<file path="config.mk">
export PLATFORM = sky130hd
export DESIGN_NAME = ohmmeter_color_band_coder_flat
export DESIGN_NICKNAME = d
export VERILOG_FILES = /design/src/rtl/core/cbc_pkg.sv /design/src/rtl/core/cbc_if.sv /design/src/rtl/core/ohmmeter_color_band_coder.sv /design/src/rtl/core/cbc_front.sv /design/src/rtl/core/cbc_queue.sv /design/src/rtl/core/cbc_divider.sv /design/src/rtl/core/cbc_back.sv /design/src/flat_wrapper.sv
export SDC_FILE = /design/constraint.sdc
export NUM_CORES = 2
export LEC_CHECK = 0
export BUFFER_PORTS_ARGS = -buffer_cell sky130_fd_sc_hd__buf_2
export CORE_ASPECT_RATIO = 1.75
export CORE_MARGIN = 3
export CORE_UTILIZATION = 30
export CTS_CLUSTER_DIAMETER = 120
export DETAILED_ROUTE_END_ITERATION = 12
export GPL_TIMING_DRIVEN = 0
export PLACE_DENSITY_LB_ADDON = 0.12
export SLEW_MARGIN = 10
export SYNTH_ARGS = -nofsm -noshare
export SYNTH_HDL_FRONTEND = slang
export SYNTH_SLANG_ARGS = --single-unit
export TNS_END_PERCENT = 20
</file>
<file path="constraint.sdc">
create_clock -name i_clk -period 25.4 [get_ports i_clk]
set_input_delay 5.08 -clock i_clk [delete_from_list [all_inputs] [get_ports i_clk]]
set_output_delay 5.08 -clock i_clk [all_outputs]
set_load 0.01 [all_outputs]
</file>
<file path="src/rtl/core/cbc_pkg.sv">
// Shared types, widths, register codes and tables of the ohmmeter color band coder.
// No dependencies; every other file of the block uses this package.
`default_nettype none

package cbc_pkg;

    // Field and register widths
    localparam int SAMPLE_W     = 12;
    localparam int KNOWN_W      = 20;
    localparam int SPR_W        = 10;
    localparam int FSC_W        = 12;
    localparam int N_W          = SPR_W + 1;        // count of samples, 1..1024
    localparam int DEN_W        = FSC_W + N_W;      // full_scale * count
    localparam int MEAN_W       = 12;
    localparam int RES_W        = 32;
    localparam int DIGIT_W      = 4;
    localparam int MULT_W       = 3;
    localparam int CFG_IDX_W    = 2;
    localparam int CFG_DATA_W   = 20;

    localparam int SAMPLE_BITS_DEF = 12;
    localparam int QUEUE_DEPTH     = 2;

    // Register indexes
    localparam logic [CFG_IDX_W-1:0] REG_KNOWN = 2'd0;
    localparam logic [CFG_IDX_W-1:0] REG_SPR   = 2'd1;
    localparam logic [CFG_IDX_W-1:0] REG_FSC   = 2'd2;

    // Register reset values
    localparam logic [KNOWN_W-1:0] KNOWN_RST = 20'd10000;
    localparam logic [SPR_W-1:0]   SPR_RST   = 10'd500;
    localparam logic [FSC_W-1:0]   FSC_RST   = 12'd4095;

    localparam logic [MEAN_W-1:0] MEAN_MAX = 12'd4095;

    // Band selection: decade thresholds, scale per decade, clamp of the scaled input
    localparam int SNUM_W    = 20;
    localparam int SCALE_W   = 14;
    localparam int E_CLAMP   = 919999;      // anything above scales to >= 92, snaps to 91
    localparam int DEC_TH_4  = 100000;
    localparam int DEC_TH_3  = 10000;
    localparam int DEC_TH_2  = 1000;
    localparam int DEC_TH_1  = 100;

    localparam logic [MULT_W-1:0] MULT_0 = 3'd0;
    localparam logic [MULT_W-1:0] MULT_1 = 3'd1;
    localparam logic [MULT_W-1:0] MULT_2 = 3'd2;
    localparam logic [MULT_W-1:0] MULT_3 = 3'd3;
    localparam logic [MULT_W-1:0] MULT_4 = 3'd4;

    localparam int E24_N = 24;
    localparam int E24_IDX_W = 5;

    localparam logic [6:0] E24_VAL [E24_N] = '{
        7'd10, 7'd11, 7'd12, 7'd13, 7'd15, 7'd16, 7'd18, 7'd20, 7'd22, 7'd24, 7'd27, 7'd30,
        7'd33, 7'd36, 7'd39, 7'd43, 7'd47, 7'd51, 7'd56, 7'd62, 7'd68, 7'd75, 7'd82, 7'd91
    };
    localparam logic [DIGIT_W-1:0] E24_TENS [E24_N] = '{
        4'd1, 4'd1, 4'd1, 4'd1, 4'd1, 4'd1, 4'd1, 4'd2, 4'd2, 4'd2, 4'd2, 4'd3,
        4'd3, 4'd3, 4'd3, 4'd4, 4'd4, 4'd5, 4'd5, 4'd6, 4'd6, 4'd7, 4'd8, 4'd9
    };
    localparam logic [DIGIT_W-1:0] E24_UNITS [E24_N] = '{
        4'd0, 4'd1, 4'd2, 4'd3, 4'd5, 4'd6, 4'd8, 4'd0, 4'd2, 4'd4, 4'd7, 4'd0,
        4'd3, 4'd6, 4'd9, 4'd3, 4'd7, 4'd1, 4'd6, 4'd2, 4'd8, 4'd5, 4'd2, 4'd1
    };

    typedef struct packed {
        logic [MEAN_W-1:0]  mean_code;
        logic [RES_W-1:0]   resistance_ohms;
        logic               open_circuit;
        logic [DIGIT_W-1:0] first_digit;
        logic [DIGIT_W-1:0] second_digit;
        logic [MULT_W-1:0]  multiplier;
    } t_result;

    // Nearest E24 entry, ties to the lower one: step past entry j when 2s exceeds
    // the sum of entry j and j+1. The table is sorted, so the count is the index.
    function automatic logic [E24_IDX_W-1:0] snap_index(input logic [6:0] s);
        logic [E24_IDX_W-1:0] idx;
        logic [7:0]           mid;
        idx = '0;
        for (int j = 0; j < E24_N - 1; j++) begin
            mid = {1'b0, E24_VAL[j]} + {1'b0, E24_VAL[j+1]};
            if ({s, 1'b0} > mid) begin
                idx = idx + 1'b1;
            end
        end
        return idx;
    endfunction

    function automatic logic [SCALE_W-1:0] decade_scale(input logic [MULT_W-1:0] mult);
        logic [SCALE_W-1:0] sc;
        case (mult)
            MULT_4:  sc = 14'd10000;
            MULT_3:  sc = 14'd1000;
            MULT_2:  sc = 14'd100;
            MULT_1:  sc = 14'd10;
            default: sc = 14'd1;
        endcase
        return sc;
    endfunction

endpackage

`default_nettype wire

</file>
<file path="src/rtl/core/cbc_if.sv">
// Handshake channels of the color band coder: sample in, reading out, register writes.
// Depends on cbc_pkg for widths and the reading struct.
`default_nettype none

interface cbc_sample_if;
    logic                          valid;
    logic                          ready;
    logic [cbc_pkg::SAMPLE_W-1:0]  sample;

    modport source (output valid, output sample, input ready);
    modport sink   (input valid, input sample, output ready);
endinterface

interface cbc_result_if;
    logic             valid;
    logic             ready;
    cbc_pkg::t_result data;

    modport source (output valid, output data, input ready);
    modport sink   (input valid, input data, output ready);
endinterface

interface cbc_cfg_if;
    logic                           valid;
    logic                           ready;
    logic [cbc_pkg::CFG_IDX_W-1:0]  index;
    logic [cbc_pkg::CFG_DATA_W-1:0] data;

    modport source (output valid, output index, output data, input ready);
    modport sink   (input valid, input index, input data, output ready);
endinterface

`default_nettype wire

</file>
<file path="src/rtl/core/ohmmeter_color_band_coder.sv">
// Top level of the ohmmeter color band coder: register file, accumulator, queue, back end.
// Depends on cbc_pkg, cbc_if, cbc_front, cbc_queue and cbc_back.
//
// Each accepted converter sample is added to a running sum; after samples_per_reading
// samples the (sum, count) word goes into a two-entry queue and the sum restarts. The
// back end turns each word into one reading: rounded mean code, divider resistance
// rounded and saturated at 2^32-1, and three color bands (two E24 digits and a decade
// multiplier 0..4); a zero or negative denominator flags open circuit. All divisions
// share one restoring divider that yields one quotient bit per cycle; an open-circuit
// reading skips the resistance and band divisions. Samples keep being accepted while a
// reading is worked on, until the queue holds two unfinished readings. The user must
// write registers only while the block is idle; the block itself does not enforce it.
// The configuration channel is always ready.
`default_nettype none

module ohmmeter_color_band_coder #(
    parameter int SAMPLE_BITS = cbc_pkg::SAMPLE_BITS_DEF
) (
    input  wire logic    i_clk,
    input  wire logic    i_rst_n,
    cbc_sample_if.sink   i_smp,
    cbc_cfg_if.sink      i_cfg,
    cbc_result_if.source o_res
);
    import cbc_pkg::*;

    localparam int SW  = SAMPLE_BITS + 10;
    localparam int QDW = SW + N_W;

    logic [KNOWN_W-1:0] r_known;
    logic [SPR_W-1:0]   r_spr;
    logic [FSC_W-1:0]   r_fsc;

    logic               push, push_ready;
    logic [QDW-1:0]     push_data;
    logic               q_valid, q_pop;
    logic [QDW-1:0]     q_data;

    assign i_cfg.ready = 1'b1;

    always_ff @(posedge i_clk) begin
        if (!i_rst_n) begin
            r_known <= KNOWN_RST;
            r_spr   <= SPR_RST;
            r_fsc   <= FSC_RST;
        end else if (i_cfg.valid) begin
            case (i_cfg.index)
                REG_KNOWN: r_known <= i_cfg.data[KNOWN_W-1:0];
                REG_SPR:   r_spr   <= i_cfg.data[SPR_W-1:0];
                REG_FSC:   r_fsc   <= i_cfg.data[FSC_W-1:0];
                default:   ;
            endcase
        end
    end

    cbc_front #(
        .SAMPLE_BITS (SAMPLE_BITS)
    ) u_front (
        .i_clk        (i_clk),
        .i_rst_n      (i_rst_n),
        .i_smp        (i_smp),
        .i_spr        (r_spr),
        .o_push       (push),
        .o_push_data  (push_data),
        .i_push_ready (push_ready)
    );

    cbc_queue #(
        .WIDTH (QDW),
        .DEPTH (QUEUE_DEPTH)
    ) u_queue (
        .i_clk   (i_clk),
        .i_rst_n (i_rst_n),
        .i_push  (push),
        .i_data  (push_data),
        .o_ready (push_ready),
        .i_pop   (q_pop),
        .o_valid (q_valid),
        .o_data  (q_data)
    );

    cbc_back #(
        .SAMPLE_BITS (SAMPLE_BITS)
    ) u_back (
        .i_clk     (i_clk),
        .i_rst_n   (i_rst_n),
        .i_q_valid (q_valid),
        .i_q_data  (q_data),
        .o_q_pop   (q_pop),
        .i_known   (r_known),
        .i_fsc     (r_fsc),
        .o_res     (o_res)
    );

    // open circuit: saturated resistance, bands cleared
    a_open_sat: assert property (@(posedge i_clk) disable iff (!i_rst_n)
        (o_res.valid && o_res.data.open_circuit) |->
            (o_res.data.resistance_ohms == '1 && o_res.data.first_digit == '0 &&
             o_res.data.second_digit == '0 && o_res.data.multiplier == '0))
        else $error("open reading with bands or finite resistance");

    // a closed-circuit reading always carries band digits and a multiplier in range
    a_band_range: assert property (@(posedge i_clk) disable iff (!i_rst_n)
        (o_res.valid && !o_res.data.open_circuit) |->
            (o_res.data.first_digit != '0 && o_res.data.first_digit <= 4'd9 &&
             o_res.data.second_digit <= 4'd9 && o_res.data.multiplier <= MULT_4))
        else $error("band digits or multiplier out of range");

    // samples are refused only while the queue holds two pending readings
    a_stall_full: assert property (@(posedge i_clk) disable iff (!i_rst_n)
        !i_smp.ready |-> q_valid)
        else $error("sample input stalled with an empty queue");

endmodule

`default_nettype wire

</file>
<file path="src/rtl/core/cbc_front.sv">
// Sample accumulator: sums samples and hands a finished (sum, count) word to the queue.
// Depends on cbc_pkg and cbc_sample_if.
`default_nettype none

module cbc_front #(
    parameter int SAMPLE_BITS = cbc_pkg::SAMPLE_BITS_DEF,
    localparam int SW = SAMPLE_BITS + 10
) (
    input  wire logic                        i_clk,
    input  wire logic                        i_rst_n,
    cbc_sample_if.sink                       i_smp,
    input  wire logic [cbc_pkg::SPR_W-1:0]   i_spr,
    output logic                             o_push,
    output logic [SW+cbc_pkg::N_W-1:0]       o_push_data,
    input  wire logic                        i_push_ready
);
    import cbc_pkg::*;

    logic [SW-1:0]    r_sum, n_sum;
    logic [SPR_W-1:0] r_count, n_count;
    logic [SPR_W-1:0] target;
    logic [N_W-1:0]   n_total;
    logic             take;
    logic             fire;

    assign i_smp.ready = i_push_ready;
    assign take        = i_smp.valid && i_push_ready;

    always_comb begin
        target  = (i_spr == '0) ? SPR_W'(1) : i_spr;
        n_sum   = r_sum + SW'(SAMPLE_BITS'(i_smp.sample));
        n_count = r_count + 1'b1;
        // count wrapping to zero means 1024 samples
        fire    = (n_count == '0) || (n_count >= target);
        n_total = (n_count == '0) ? N_W'(1 << SPR_W) : N_W'(n_count);
    end

    assign o_push      = take && fire;
    assign o_push_data = {n_sum, n_total};

    always_ff @(posedge i_clk) begin
        if (!i_rst_n) begin
            r_sum   <= '0;
            r_count <= '0;
        end else if (take) begin
            if (fire) begin
                r_sum   <= '0;
                r_count <= '0;
            end else begin
                r_sum   <= n_sum;
                r_count <= n_count;
            end
        end
    end

endmodule

`default_nettype wire

</file>
<file path="src/rtl/core/cbc_queue.sv">
// Small FIFO of finished (sum, count) words between the accumulator and the back end.
// Depends on cbc_pkg for the default depth.
`default_nettype none

module cbc_queue #(
    parameter int WIDTH = 8,
    parameter int DEPTH = cbc_pkg::QUEUE_DEPTH
) (
    input  wire logic             i_clk,
    input  wire logic             i_rst_n,
    input  wire logic             i_push,
    input  wire logic [WIDTH-1:0] i_data,
    output logic                  o_ready,
    input  wire logic             i_pop,
    output logic                  o_valid,
    output logic [WIDTH-1:0]      o_data
);
    import cbc_pkg::*;

    localparam int AW = (DEPTH > 1) ? $clog2(DEPTH) : 1;
    localparam int CNTW = $clog2(DEPTH + 1);

    logic [WIDTH-1:0] r_mem [DEPTH];
    logic [AW-1:0]    r_wr, r_rd;
    logic [CNTW-1:0]  r_cnt;
    logic             do_push, do_pop;

    function automatic logic [AW-1:0] bump(input logic [AW-1:0] p);
        return (p == AW'(DEPTH - 1)) ? '0 : p + 1'b1;
    endfunction

    assign o_ready = (r_cnt != CNTW'(DEPTH));
    assign o_valid = (r_cnt != '0);
    assign o_data  = r_mem[r_rd];
    assign do_push = i_push && o_ready;
    assign do_pop  = i_pop && o_valid;

    always_ff @(posedge i_clk) begin
        if (do_push) begin
            r_mem[r_wr] <= i_data;
        end
    end

    always_ff @(posedge i_clk) begin
        if (!i_rst_n) begin
            r_wr  <= '0;
            r_rd  <= '0;
            r_cnt <= '0;
        end else begin
            if (do_push) begin
                r_wr <= bump(r_wr);
            end
            if (do_pop) begin
                r_rd <= bump(r_rd);
            end
            if (do_push && !do_pop) begin
                r_cnt <= r_cnt + 1'b1;
            end else if (do_pop && !do_push) begin
                r_cnt <= r_cnt - 1'b1;
            end
        end
    end

endmodule

`default_nettype wire

</file>
<file path="src/rtl/core/cbc_divider.sv">
// Restoring divider, one quotient bit per cycle, shared by every division of a reading.
// The caller left-aligns the dividend so that i_bits steps leave the quotient in the low bits.
`default_nettype none

module cbc_divider #(
    parameter int QW = 49,
    parameter int DW = 30,
    localparam int CW = $clog2(QW + 1)
) (
    input  wire logic          i_clk,
    input  wire logic          i_rst_n,
    input  wire logic          i_start,
    input  wire logic [QW-1:0] i_num,
    input  wire logic [DW-1:0] i_den,
    input  wire logic [CW-1:0] i_bits,
    output logic               o_busy,
    output logic [QW-1:0]      o_quo
);
    import cbc_pkg::*;

    logic          r_busy;
    logic [CW-1:0] r_cnt;
    logic [QW-1:0] r_quo;
    logic [DW-1:0] r_rem;
    logic [DW-1:0] r_den;
    logic [DW:0]   trial;
    logic [DW:0]   diff;
    logic          ge;

    always_comb begin
        trial = {r_rem, r_quo[QW-1]};
        diff  = trial - {1'b0, r_den};
        ge    = (trial >= {1'b0, r_den});
    end

    assign o_busy = r_busy;
    assign o_quo  = r_quo;

    always_ff @(posedge i_clk) begin
        if (i_start && !r_busy) begin
            r_quo <= i_num;
            r_rem <= '0;
            r_den <= i_den;
        end else if (r_busy) begin
            r_quo <= {r_quo[QW-2:0], ge};
            r_rem <= ge ? diff[DW-1:0] : trial[DW-1:0];
        end
    end

    always_ff @(posedge i_clk) begin
        if (!i_rst_n) begin
            r_busy <= 1'b0;
            r_cnt  <= '0;
        end else if (i_start && !r_busy) begin
            r_busy <= (i_bits != '0);
            r_cnt  <= i_bits;
        end else if (r_busy) begin
            r_cnt <= r_cnt - 1'b1;
            if (r_cnt == CW'(1)) begin
                r_busy <= 1'b0;
            end
        end
    end

endmodule

`default_nettype wire

</file>
<file path="src/rtl/core/cbc_back.sv">
// Reading sequencer: mean, divider resistance, decade and E24 bands, output register.
// Depends on cbc_pkg, cbc_result_if and cbc_divider.
`default_nettype none

module cbc_back #(
    parameter int SAMPLE_BITS = cbc_pkg::SAMPLE_BITS_DEF,
    localparam int SW = SAMPLE_BITS + 10
) (
    input  wire logic                        i_clk,
    input  wire logic                        i_rst_n,
    input  wire logic                        i_q_valid,
    input  wire logic [SW+cbc_pkg::N_W-1:0]  i_q_data,
    output logic                             o_q_pop,
    input  wire logic [cbc_pkg::KNOWN_W-1:0] i_known,
    input  wire logic [cbc_pkg::FSC_W-1:0]   i_fsc,
    cbc_result_if.source                     o_res
);
    import cbc_pkg::*;

    localparam int LO_W      = SW / 2;
    localparam int HI_W      = SW - LO_W;
    localparam int PLO_W     = KNOWN_W + LO_W;
    localparam int PHI_W     = KNOWN_W + HI_W;
    localparam int NUM_W     = KNOWN_W + SW;
    localparam int N7_W      = NUM_W + 3;
    localparam int QW        = NUM_W + 7;
    localparam int DW        = DEN_W + 7;
    localparam int CW        = $clog2(QW + 1);
    localparam int CMP_W     = (SW > DEN_W) ? SW : DEN_W;
    localparam int MEAN_BITS = SW + 2;
    localparam int RES_BITS  = NUM_W + 2;

    localparam logic [3:0] ST_IDLE  = 4'd0;
    localparam logic [3:0] ST_PREP  = 4'd1;
    localparam logic [3:0] ST_MUL   = 4'd2;
    localparam logic [3:0] ST_NUM   = 4'd3;
    localparam logic [3:0] ST_N7    = 4'd4;
    localparam logic [3:0] ST_N105  = 4'd5;
    localparam logic [3:0] ST_WMEAN = 4'd6;
    localparam logic [3:0] ST_RES   = 4'd7;
    localparam logic [3:0] ST_EDIV  = 4'd8;
    localparam logic [3:0] ST_SDIV  = 4'd9;
    localparam logic [3:0] ST_DONE  = 4'd10;

    logic [3:0]         r_state, n_state;
    logic [SW-1:0]      r_sum;
    logic [N_W-1:0]     r_n;
    logic [DEN_W-1:0]   r_full;
    logic [PLO_W-1:0]   r_plo;
    logic [PHI_W-1:0]   r_phi;
    logic               r_open;
    logic [DEN_W-1:0]   r_den;
    logic [NUM_W-1:0]   r_num;
    logic [N7_W-1:0]    r_n7;
    logic [QW-1:0]      r_n105;
    logic [DW-1:0]      r_den100;
    logic [MEAN_W-1:0]  r_mean;
    logic [RES_W-1:0]   r_res;
    logic [MULT_W-1:0]  r_mult;
    logic [DIGIT_W-1:0] r_d1, r_d2;
    logic               r_out_valid;
    t_result            r_out;

    logic               div_start, div_busy;
    logic [QW-1:0]      div_num, div_quo;
    logic [DW-1:0]      div_den;
    logic [CW-1:0]      div_bits;
    logic [MEAN_BITS-1:0] mean_num;
    logic [RES_BITS-1:0]  res_num;
    logic [MULT_W-1:0]  e_mult;
    logic [SNUM_W-1:0]  e_clamped;
    logic [E24_IDX_W-1:0] snap_idx;
    logic               out_free;

    cbc_divider #(
        .QW (QW),
        .DW (DW)
    ) u_div (
        .i_clk   (i_clk),
        .i_rst_n (i_rst_n),
        .i_start (div_start),
        .i_num   (div_num),
        .i_den   (div_den),
        .i_bits  (div_bits),
        .o_busy  (div_busy),
        .o_quo   (div_quo)
    );

    always_comb begin
        mean_num = MEAN_BITS'({r_sum, 1'b0}) + MEAN_BITS'(r_n);
        res_num  = RES_BITS'({r_num, 1'b0}) + RES_BITS'(r_den);

        if (div_quo >= QW'(DEC_TH_4)) begin
            e_mult = MULT_4;
        end else if (div_quo >= QW'(DEC_TH_3)) begin
            e_mult = MULT_3;
        end else if (div_quo >= QW'(DEC_TH_2)) begin
            e_mult = MULT_2;
        end else if (div_quo >= QW'(DEC_TH_1)) begin
            e_mult = MULT_1;
        end else begin
            e_mult = MULT_0;
        end
        e_clamped = (div_quo > QW'(E_CLAMP)) ? SNUM_W'(E_CLAMP) : div_quo[SNUM_W-1:0];
        snap_idx  = snap_index(div_quo[6:0]);
        out_free  = !r_out_valid || o_res.ready;
    end

    always_comb begin
        n_state   = r_state;
        o_q_pop   = 1'b0;
        div_start = 1'b0;
        div_num   = '0;
        div_den   = '0;
        div_bits  = '0;
        case (r_state)
            ST_IDLE: begin
                if (i_q_valid) begin
                    o_q_pop = 1'b1;
                    n_state = ST_PREP;
                end
            end
            ST_PREP: begin
                div_start = 1'b1;
                div_num   = QW'(mean_num) << (QW - MEAN_BITS);
                div_den   = DW'({r_n, 1'b0});
                div_bits  = CW'(MEAN_BITS);
                n_state   = ST_MUL;
            end
            ST_MUL:  n_state = ST_NUM;
            ST_NUM:  n_state = ST_N7;
            ST_N7:   n_state = ST_N105;
            ST_N105: n_state = ST_WMEAN;
            ST_WMEAN: begin
                if (!div_busy) begin
                    if (r_open) begin
                        n_state = ST_DONE;
                    end else begin
                        div_start = 1'b1;
                        div_num   = QW'(res_num) << (QW - RES_BITS);
                        div_den   = DW'({r_den, 1'b0});
                        div_bits  = CW'(RES_BITS);
                        n_state   = ST_RES;
                    end
                end
            end
            ST_RES: begin
                if (!div_busy) begin
                    div_start = 1'b1;
                    div_num   = r_n105;
                    div_den   = r_den100;
                    div_bits  = CW'(QW);
                    n_state   = ST_EDIV;
                end
            end
            ST_EDIV: begin
                if (!div_busy) begin
                    div_start = 1'b1;
                    div_num   = QW'(e_clamped) << (QW - SNUM_W);
                    div_den   = DW'(decade_scale(e_mult));
                    div_bits  = CW'(SNUM_W);
                    n_state   = ST_SDIV;
                end
            end
            ST_SDIV: begin
                if (!div_busy) begin
                    n_state = ST_DONE;
                end
            end
            ST_DONE: begin
                if (out_free) begin
                    n_state = ST_IDLE;
                end
            end
            default: n_state = ST_IDLE;
        endcase
    end

    always_ff @(posedge i_clk) begin
        if (!i_rst_n) begin
            r_state <= ST_IDLE;
        end else begin
            r_state <= n_state;
        end
    end

    always_ff @(posedge i_clk) begin
        case (r_state)
            ST_IDLE: begin
                if (i_q_valid) begin
                    r_sum <= i_q_data[SW+N_W-1:N_W];
                    r_n   <= i_q_data[N_W-1:0];
                end
            end
            ST_PREP: begin
                r_full <= DEN_W'(i_fsc) * DEN_W'(r_n);
                r_plo  <= PLO_W'(i_known) * PLO_W'(r_sum[LO_W-1:0]);
            end
            ST_MUL: begin
                r_phi  <= PHI_W'(i_known) * PHI_W'(r_sum[SW-1:LO_W]);
                r_open <= (CMP_W'(r_full) <= CMP_W'(r_sum));
                r_den  <= DEN_W'(CMP_W'(r_full) - CMP_W'(r_sum));
            end
            ST_NUM: begin
                r_num    <= NUM_W'(r_plo) + (NUM_W'(r_phi) << LO_W);
                // x100 = x64 + x32 + x4
                r_den100 <= (DW'(r_den) << 6) + (DW'(r_den) << 5) + (DW'(r_den) << 2);
            end
            ST_N7: begin
                r_n7 <= (N7_W'(r_num) << 3) - N7_W'(r_num);
            end
            ST_N105: begin
                r_n105 <= (QW'(r_n7) << 4) - QW'(r_n7);
            end
            ST_WMEAN: begin
                if (!div_busy) begin
                    r_mean <= (div_quo > QW'(MEAN_MAX)) ? MEAN_MAX : div_quo[MEAN_W-1:0];
                    if (r_open) begin
                        r_res  <= '1;
                        r_mult <= MULT_0;
                        r_d1   <= '0;
                        r_d2   <= '0;
                    end
                end
            end
            ST_RES: begin
                if (!div_busy) begin
                    r_res <= (div_quo > QW'({RES_W{1'b1}})) ? '1 : div_quo[RES_W-1:0];
                end
            end
            ST_EDIV: begin
                if (!div_busy) begin
                    r_mult <= e_mult;
                end
            end
            ST_SDIV: begin
                if (!div_busy) begin
                    r_d1 <= E24_TENS[snap_idx];
                    r_d2 <= E24_UNITS[snap_idx];
                end
            end
            default: ;
        endcase
    end

    // output register: the next reading is worked on while this one waits
    always_ff @(posedge i_clk) begin
        if (r_state == ST_DONE && out_free) begin
            r_out.mean_code       <= r_mean;
            r_out.resistance_ohms <= r_res;
            r_out.open_circuit    <= r_open;
            r_out.first_digit     <= r_d1;
            r_out.second_digit    <= r_d2;
            r_out.multiplier      <= r_mult;
        end
    end

    always_ff @(posedge i_clk) begin
        if (!i_rst_n) begin
            r_out_valid <= 1'b0;
        end else if (r_state == ST_DONE && out_free) begin
            r_out_valid <= 1'b1;
        end else if (o_res.ready) begin
            r_out_valid <= 1'b0;
        end
    end

    assign o_res.valid = r_out_valid;
    assign o_res.data  = r_out;

endmodule

`default_nettype wire
</file>
<file path="src/flat_wrapper.sv">
// flat-port wrapper written by rule: the top's interface ports become plain ports
module ohmmeter_color_band_coder_flat import cbc_pkg::*;
#(
    parameter int SAMPLE_BITS = cbc_pkg::SAMPLE_BITS_DEF
)
  (i_clk, i_rst_n, i_smp_valid, i_smp_sample, i_smp_ready, i_cfg_valid, i_cfg_index, i_cfg_data, i_cfg_ready, o_res_valid, o_res_data, o_res_ready);
  cbc_sample_if i_smp_i ();
  cbc_cfg_if i_cfg_i ();
  cbc_result_if o_res_i ();
  input  wire logic i_clk;
  input  wire logic i_rst_n;
  input wire logic [$bits(i_smp_i.valid)-1:0] i_smp_valid;
  input wire logic [$bits(i_smp_i.sample)-1:0] i_smp_sample;
  output wire logic [$bits(i_smp_i.ready)-1:0] i_smp_ready;
  input wire logic [$bits(i_cfg_i.valid)-1:0] i_cfg_valid;
  input wire logic [$bits(i_cfg_i.index)-1:0] i_cfg_index;
  input wire logic [$bits(i_cfg_i.data)-1:0] i_cfg_data;
  output wire logic [$bits(i_cfg_i.ready)-1:0] i_cfg_ready;
  output wire logic [$bits(o_res_i.valid)-1:0] o_res_valid;
  output wire logic [$bits(o_res_i.data)-1:0] o_res_data;
  input wire logic [$bits(o_res_i.ready)-1:0] o_res_ready;
  assign i_smp_i.valid = i_smp_valid;
  assign i_smp_i.sample = i_smp_sample;
  assign i_smp_ready = i_smp_i.ready;
  assign i_cfg_i.valid = i_cfg_valid;
  assign i_cfg_i.index = i_cfg_index;
  assign i_cfg_i.data = i_cfg_data;
  assign i_cfg_ready = i_cfg_i.ready;
  assign o_res_valid = o_res_i.valid;
  assign o_res_data = o_res_i.data;
  assign o_res_i.ready = o_res_ready;
  ohmmeter_color_band_coder #(.SAMPLE_BITS(SAMPLE_BITS)) u_core (.i_clk(i_clk), .i_rst_n(i_rst_n), .i_smp(i_smp_i), .i_cfg(i_cfg_i), .o_res(o_res_i));
endmodule
</file>
-- Word-level counts from Yosys, hierarchy flattened
Memories as Yosys holds them, arrays and structs flattened. A register that Yosys moved wholly into a read port is not among the register bits.
Cells that the tools add are included.
- memory bits (read-only): 256
- input port bits: 39
- flip-flop bits (word level): 585
- memories: 3
- bits in writable memories: 66
- output and inout bits: 59
- $mul: 3
- magnitude comparators: 34
- bitwise gates (word level): 2
- muxes and demuxes: 97
- eq/ne operators: 25
- add/subtract/negate cells: 38
- reductions and logical operators: 36
- memory list (memory ; depth ; width ; rd ports ; clocked after Yosys merged registers in ; wr ports ; line ; RTL):
    (name not given) ; 32 ; 4 ; 1 ; 0 ; 0 ; cbc_back.sv:239 ; r_d2 <= E24_UNITS[snap_idx];
    (name not given) ; 32 ; 4 ; 1 ; 0 ; 0 ; cbc_back.sv:238 ; r_d1 <= E24_TENS[snap_idx];
    u_core.u_queue.r_mem ; 2 ; 33 ; 1 ; 1 ; 1 ; cbc_queue.sv:23 ; logic [WIDTH-1:0] r_mem [DEPTH];
- operators with widths (cell ; count):
    49-bit two-way mux ; 6
    49-bit case mux with 4 select lines ; 1
    32-bit two-way mux ; 4
    30-bit case mux with 4 select lines ; 1
    5-bit two-way mux ; 23
    5-bit by 1-bit adder with 5-bit output, second input constant ; 22
    32-bit case mux with 2 select lines ; 1
    20-bit by 11-bit multiplier with 31-bit output ; 2
    30-bit two-way mux ; 2
    4-bit two-way mux ; 15
    8-bit by 6-bit > comparator with 1-bit output, second input constant ; 7
    8-bit by 7-bit > comparator with 1-bit output, second input constant ; 7
    14-bit case mux with 4 select lines ; 1
    49-bit by 10-bit >= comparator with 1-bit output, second input constant ; 1
    49-bit by 14-bit >= comparator with 1-bit output, second input constant ; 1
    49-bit by 17-bit >= comparator with 1-bit output, second input constant ; 1
    49-bit by 7-bit >= comparator with 1-bit output, second input constant ; 1
    49-bit by 12-bit > comparator with 1-bit output, second input constant ; 1
    49-bit by 20-bit > comparator with 1-bit output, second input constant ; 1
    49-bit by 32-bit > comparator with 1-bit output, second input constant ; 1
    49-bit by 45-bit subtractor with 49-bit output ; 1
    24-bit two-way mux ; 2
    45-bit by 42-bit subtractor with 45-bit output ; 1
    43-bit by 23-bit adder with 44-bit output ; 1
    59 further kinds ; 131

-- Logic depth before layout (Yosys ltp)
- depth in word-level cells: 52
- gate-level depth with buffers: 72

-- Modules after synthesis
A second synthesis with hierarchy kept.
- cell total of the unflattened synthesis: 5896
- area, all modules: 58207.1 um^2
- by module, submodules not included (module ; instances ; cells an instance ; area an instance (um^2)):
    cbc_back ; 1 ; 4676 ; 44799.2
    cbc_divider ; 1 ; 584 ; 6368.6
    cbc_front ; 1 ; 333 ; 2650.0
    cbc_queue ; 1 ; 127 ; 2616.3
    ohmmeter_color_band_coder ; 1 ; 176 ; 1773.0

-- Worst setup path after synthesis
Ideal clock, no wire load.
- path type: flip-flop to flip-flop
- from: reg u_core.u_back.u_div.r_quo[3] (netlist: u_core.u_back.u_div.o_quo[3])
- to: reg u_core.u_back.r_d2[2], data pin
- buffers on the path: 3
- setup time: 0.265 ns
- required time: 25.135 ns
- slack: 12.728 ns
- cell stages (with the launch flop): 70
- data arrival time: 12.407 ns
- cells stage by stage: edfxtp_1 buf_2 buf_2 buf_2 clkinv_1 nor2_1 nor2_1 ha_1 inv_1 xnor2_1 ha_1 o22a_1 o21ai_0 a21oi_1 ha_1 a21boi_0 a41oi_1 mux2_2 [34 not listed] xnor2_1 nand2_1 nand3_1 inv_1 ha_1 xnor2_1 o22ai_1 nand2_1 o21ai_0 ha_1 mux2_2 ha_1 mux2i_1 inv_1 ha_1 and3_1 a211oi_1 nor3_1
- longest elaborated chain between the ends: 52
- RTL lines (element ; line ; RTL):
    from (decl) ; cbc_divider.sv:23 ; logic [QW-1:0] r_quo;
    from (signal assigned) ; cbc_divider.sv:41 ; r_quo <= i_num;
    from (signal assigned) ; cbc_divider.sv:45 ; r_quo <= {r_quo[QW-2:0], ge};
    8-bit by 5-bit > comparator with 1-bit output ; cbc_pkg.sv:84 ; if ({s, 1'b0} > mid) begin
    1-bit two-way mux ; cbc_pkg.sv:84 ;
    5-bit by 1-bit adder with 5-bit output ; cbc_pkg.sv:85 ; idx = idx + 1'b1;
    5-bit two-way mux ; cbc_pkg.sv:84 ;
    5-bit by 1-bit adder with 5-bit output ; cbc_pkg.sv:85 ;
    5-bit two-way mux ; cbc_pkg.sv:84 ;
    5-bit by 1-bit adder with 5-bit output ; cbc_pkg.sv:85 ;
    5-bit two-way mux ; cbc_pkg.sv:84 ;
    [36 not listed] ; -- ;
    5-bit by 1-bit adder with 5-bit output ; cbc_pkg.sv:85 ;
    5-bit two-way mux * ; cbc_pkg.sv:84 ;
    via u_core.u_back.snap_idx[1] ; cbc_back.sv:72 ; logic [E24_IDX_W-1:0] snap_idx;
    5-bit NOT with 6-bit output (implied by the code) * ; cbc_back.sv:239 ;
    memory read 32 x 4 bit * ; -- ;
    4-bit two-way mux (implied by the code) * (2 in a row) ; cbc_back.sv:239 ;
    4-bit two-way mux * ; cbc_back.sv:237 ; if (!div_busy) begin
    4-bit case mux with 2 select lines * ; cbc_back.sv:188 ; case (r_state)
    to (signal assigned) ; cbc_back.sv:239 ;
    to (decl) ; cbc_back.sv:60 ; logic [DIGIT_W-1:0] r_d1, r_d2;
The timed path passes the listed nets; every way through them passes the cells marked *. The select of a mux whose other input is x is not followed.
A chain may end at the register's enable or synchronous reset.

-- Worst setup path after layout
- from: reg u_core.u_back.u_div.r_quo[3] (netlist: u_core.u_back.u_div.o_quo[3])
- to: reg u_core.u_back.r_d1[1], data pin
- longest elaborated chain between the ends: 52
- RTL lines (element ; line):
    8-bit by 5-bit > comparator with 1-bit output ; cbc_pkg.sv:84
    1-bit two-way mux ; cbc_pkg.sv:84
    5-bit by 1-bit adder with 5-bit output ; cbc_pkg.sv:85
    5-bit two-way mux ; cbc_pkg.sv:84
    5-bit by 1-bit adder with 5-bit output ; cbc_pkg.sv:85
    5-bit two-way mux ; cbc_pkg.sv:84
    5-bit by 1-bit adder with 5-bit output ; cbc_pkg.sv:85
    5-bit two-way mux ; cbc_pkg.sv:84
    [36 not listed] ; --
    5-bit by 1-bit adder with 5-bit output ; cbc_pkg.sv:85
    5-bit two-way mux * ; cbc_pkg.sv:84
    via u_core.u_back.snap_idx[1] ; cbc_back.sv:72
    5-bit NOT with 6-bit output (implied by the code) * ; cbc_back.sv:238
    memory read 32 x 4 bit * ; --
    4-bit two-way mux (implied by the code) * (2 in a row) ; cbc_back.sv:238
    4-bit two-way mux * ; cbc_back.sv:237
    4-bit case mux with 2 select lines * ; cbc_back.sv:188
    to (signal assigned) ; cbc_back.sv:238
    to (decl) ; cbc_back.sv:60
Marked as above.

==> impl_metrics.json <==
{
  "end_kind": "register",
  "cts_made_buffers": 78,
  "slew_headroom_pct": 25.64,
  "final_core_utilization_pct": 33.70,
  "area.growth.synth_to_final_pct": 11.55,
  "tns_ps": 0,
  "finClkSkew_ps": 46.40,
  "insertion_delay_ps": 690,
  "cp_max_fo": 10,
  "synth-seq-cells": 682,
  "initial_core_util_pct": 30.21,
  "fin_crit_sh_pct": 60.68,
  "cp-start-kind": "register",
  "num_rows": 211,
  "routed_wl_um": 187500,
  "htree_levels": 3,
  "hold_viol": 0,
  "yosysSeqAreaShare_pct": 33.71,
  "wl_met1_um": 64450,
  "ios": 98,
  "routed_via_density": 4.921,
  "place_congestion": 0.8825,
  "criticalPathCategory": "reg2reg",
  "cts_setup_buffers": 0,
  "overflow": 0,
  "grt_max_degree": 55,
  "die-area_um2": 196100,
  "wl_met3_um": 4702,
  "detail-route-antenna-nets": 0,
  "setup_viol": 0,
  "rsz0062_at_grt": "false",
  "synth_flop_cell": "edfxtp_1",
  "syn_nets": 6757,
  "syn_inst": 5813,
  "syn_area_um2": 57190,
  "slew_viol_final": 0,
  "wl_met2_um": 106400,
  "highest_layer": "met4",
  "syn_avg_cell_area_um2": 9.838,
  "num-fill-cells": 19342,
  "cp.arrival_ps": 15890,
  "routed-via-count": 42004,
  "status": "complete, no violations",
  "finalNetCount": 6962,
  "grt_pass1_vias": 44626,
  "cts-root-buf": "clkbuf_16",
  "cp.buffers_inverters": 10,
  "clk_pin_slew_worst_paths_ps": 60,
  "port_buffers": 95,
  "postSynth.asyncResetShare_pct": 0,
  "hold_buffers": 0,
  "clockBufferDepth": 3,
  "wire_per_inst_um": 21.96,
  "dr.pass1.iters": 7,
  "drv_cap": 0,
  "drc": 0,
  "path_common_cell": "ha_1",
  "grt_pass1_wl_um": 278300,
  "hold_class": "reg2reg",
  "ys.warnings.count": 0,
  "clock.fmax_mhz": 64.88,
  "first_iter_violations": 2002,
  "die_width_um": 336.0,
  "grt.total_usage_pct": 19.09,
  "cp_data_required_time_ps": 25880,
  "coreArea_um2": 189300,
  "clock_sinks": 682,
  "max_stage_delay_ps": 620,
  "ys_types": 96,
  "tritoncts": "yes",
  "drive_above_1_share_pct": 6.182,
  "cts_resized": 0,
  "dp_hpwl_um": 155600,
  "die_y_um": 583.6,
  "synth-edff-count": 562,
  "worst_pin_slew_ps": 1109,
  "min_period_ps": 15410,
  "cpMaxStageDelayCell": "mux2i_1",
  "antenna_found_initial": 6,
  "crit_family": "adder cells"
}
==> worst paths after layout <==
check / start / to / slack (ps) / cells past startpoint
worst max-delay path: u_core.u_back.u_div.o_quo[3]$_DFFE_PP_ / u_core.u_back.r_d1[1]$_SDFFCE_PN0P_ / 9990 / 69
worst min-delay path: u_core.u_back.r_mean[2]$_SDFFCE_PN1P_ / u_core.u_back.o_res.data[46]$_DFFE_PP_ / 380 / 0
worst min register to register: u_core.u_back.r_mean[2]$_SDFFCE_PN1P_ / u_core.u_back.o_res.data[46]$_DFFE_PP_ / 380 / 0
worst max register to register: u_core.u_back.u_div.o_quo[3]$_DFFE_PP_ / u_core.u_back.r_d1[1]$_SDFFCE_PN0P_ / 9990 / 69
==> cells by family (layout without fill, tap and decap cells) <==
logic type / after synthesis / count (layout) / synth area share [%]
other cells: 1 / 5 / 0.006557
xor+xnor: 365 / 365 / 5.925
flops: 682 / 682 / 33.71
buf+inv: 957 / 1226 / 6.360
mux: 51 / 51 / 0.9780
simple gates: 1795 / 1795 / 15.00
fa+ha+maj: 907 / 907 / 25.57
compound gates: 1055 / 1055 / 12.45
==> cells in the mapped netlist (all sizes together), types with 23 or more instances <==
master	n	share of area [%]
a211oi	24	0.34
a21boi	101	1.3
a21o	85	1.1
a21oi	222	1.9
a221o	27	0.47
a221oi	29	0.44
and2	291	3.2
and3	37	0.40
buf	32	0.29
clkbuf	199	1.3
dfxtp	120	4.2
edfxtp	562	30
fa	437	15
ha	468	10
inv	725	4.8
mux2	39	0.77
nand2	666	4.4
nand2b	74	0.81
nand3	126	1.1
nand4	36	0.39
nor2	335	2.2
nor2b	52	0.57
nor3	69	0.63
nor4	23	0.25
o211ai	27	0.35
o21a	61	0.80
o21ai	241	2.1
o21bai	36	0.47
or2	26	0.28
or3	23	0.25
xnor2	285	4.7
xor2	79	1.2
==> per-stage QoR <==
step | instance area [um2] | std cells | worst slack [ps] | hold slack [ps]
after CTS | 63780 | 8531 | 9946 | 380.6
after global placement | 60730 | 8357 | 10080 | 400.2
after global routing | 63780 | 8532 | 8584 | 393.0
after detailed placement | 61170 | 8387 | 10110 | 404.5
final | 63790 | 8535 | 9987 | 383.2
after floorplan | 57190 | 5813 | 12730 | 400.3
==> layout by cell type (no fill, tap or decap), types with 61 or more instances in the layout <==
cell type and count:
nand2_1 666, o21ai_0 238, fa_1 437, nand3_1 126, a21boi_0 99, nor2_1 330
clkbuf_1 216, ha_1 468, and2_1 288, edfxtp_1 562, dfxtp_1 120, clkbuf_16 82
nor3_1 63, xor2_1 78, inv_1 723, a21oi_1 222, o21a_1 61, xnor2_1 270
a21o_1 85, buf_2 112, nand2b_1 74
==> worst register-to-register path, delay by kind of cell, from the launching register on <==
kind	cells	cell delay [ps]
fa+ha+maj	13	4190
simple gates	15	2620
compound gates	22	3500
buf+inv	10	2000
xor+xnor	5	1000
mux	4	1540
flops	1	320
==> flip-flops by register name, summed over array words and instances, names as in the netlist, 11 cells and up <==
signal,count
u_core.u_front.r_sum,22
u_core.u_back.r_n,11
u_core.u_back.u_div.r_den,30
u_core.u_back.u_div.o_quo,49
u_core.u_back.r_n7,45
u_core.u_back.u_div.r_rem,30
u_core.u_back.r_den100,28
u_core.u_back.r_res,32
u_core.u_queue.r_mem,66
u_core.u_back.o_res.data,56
u_core.u_back.r_n105,49
u_core.u_back.r_mean,12
u_core.u_back.r_full,23
u_core.r_fsc,12
u_core.u_back.r_plo,31
u_core.u_back.r_num,42
u_core.r_known,20
u_core.u_back.r_den,23
u_core.u_back.r_phi,31
u_core.u_back.r_sum,22
==> final cells by class <==
class                      instances  area, um2  share of cell area (%)
antenna                            4      10.01                 0.01569
buffer                           231      917.1                   1.438
clock buffer                     103       2161                   3.387
clock inverter                    41      450.4                  0.7061
inverter                         726       2725                   4.272
multi-input combinational       4174      34340                   53.82
sequential                       682      19280                   30.22
tap                             2449       3064                   4.803
timing repair buffer             125      849.6                   1.332
==> routing by layer <==
metal  up-vias  global-route usage [%]
li1      20139                       -
met2       794                   38.77
met3       345                   1.788
met1     20726                   18.35
met4         0                   10.69
met5         -                       0
Power is not shown: default switching activity piles up to over one toggle a cycle in this logic, so the estimate is an artifact.
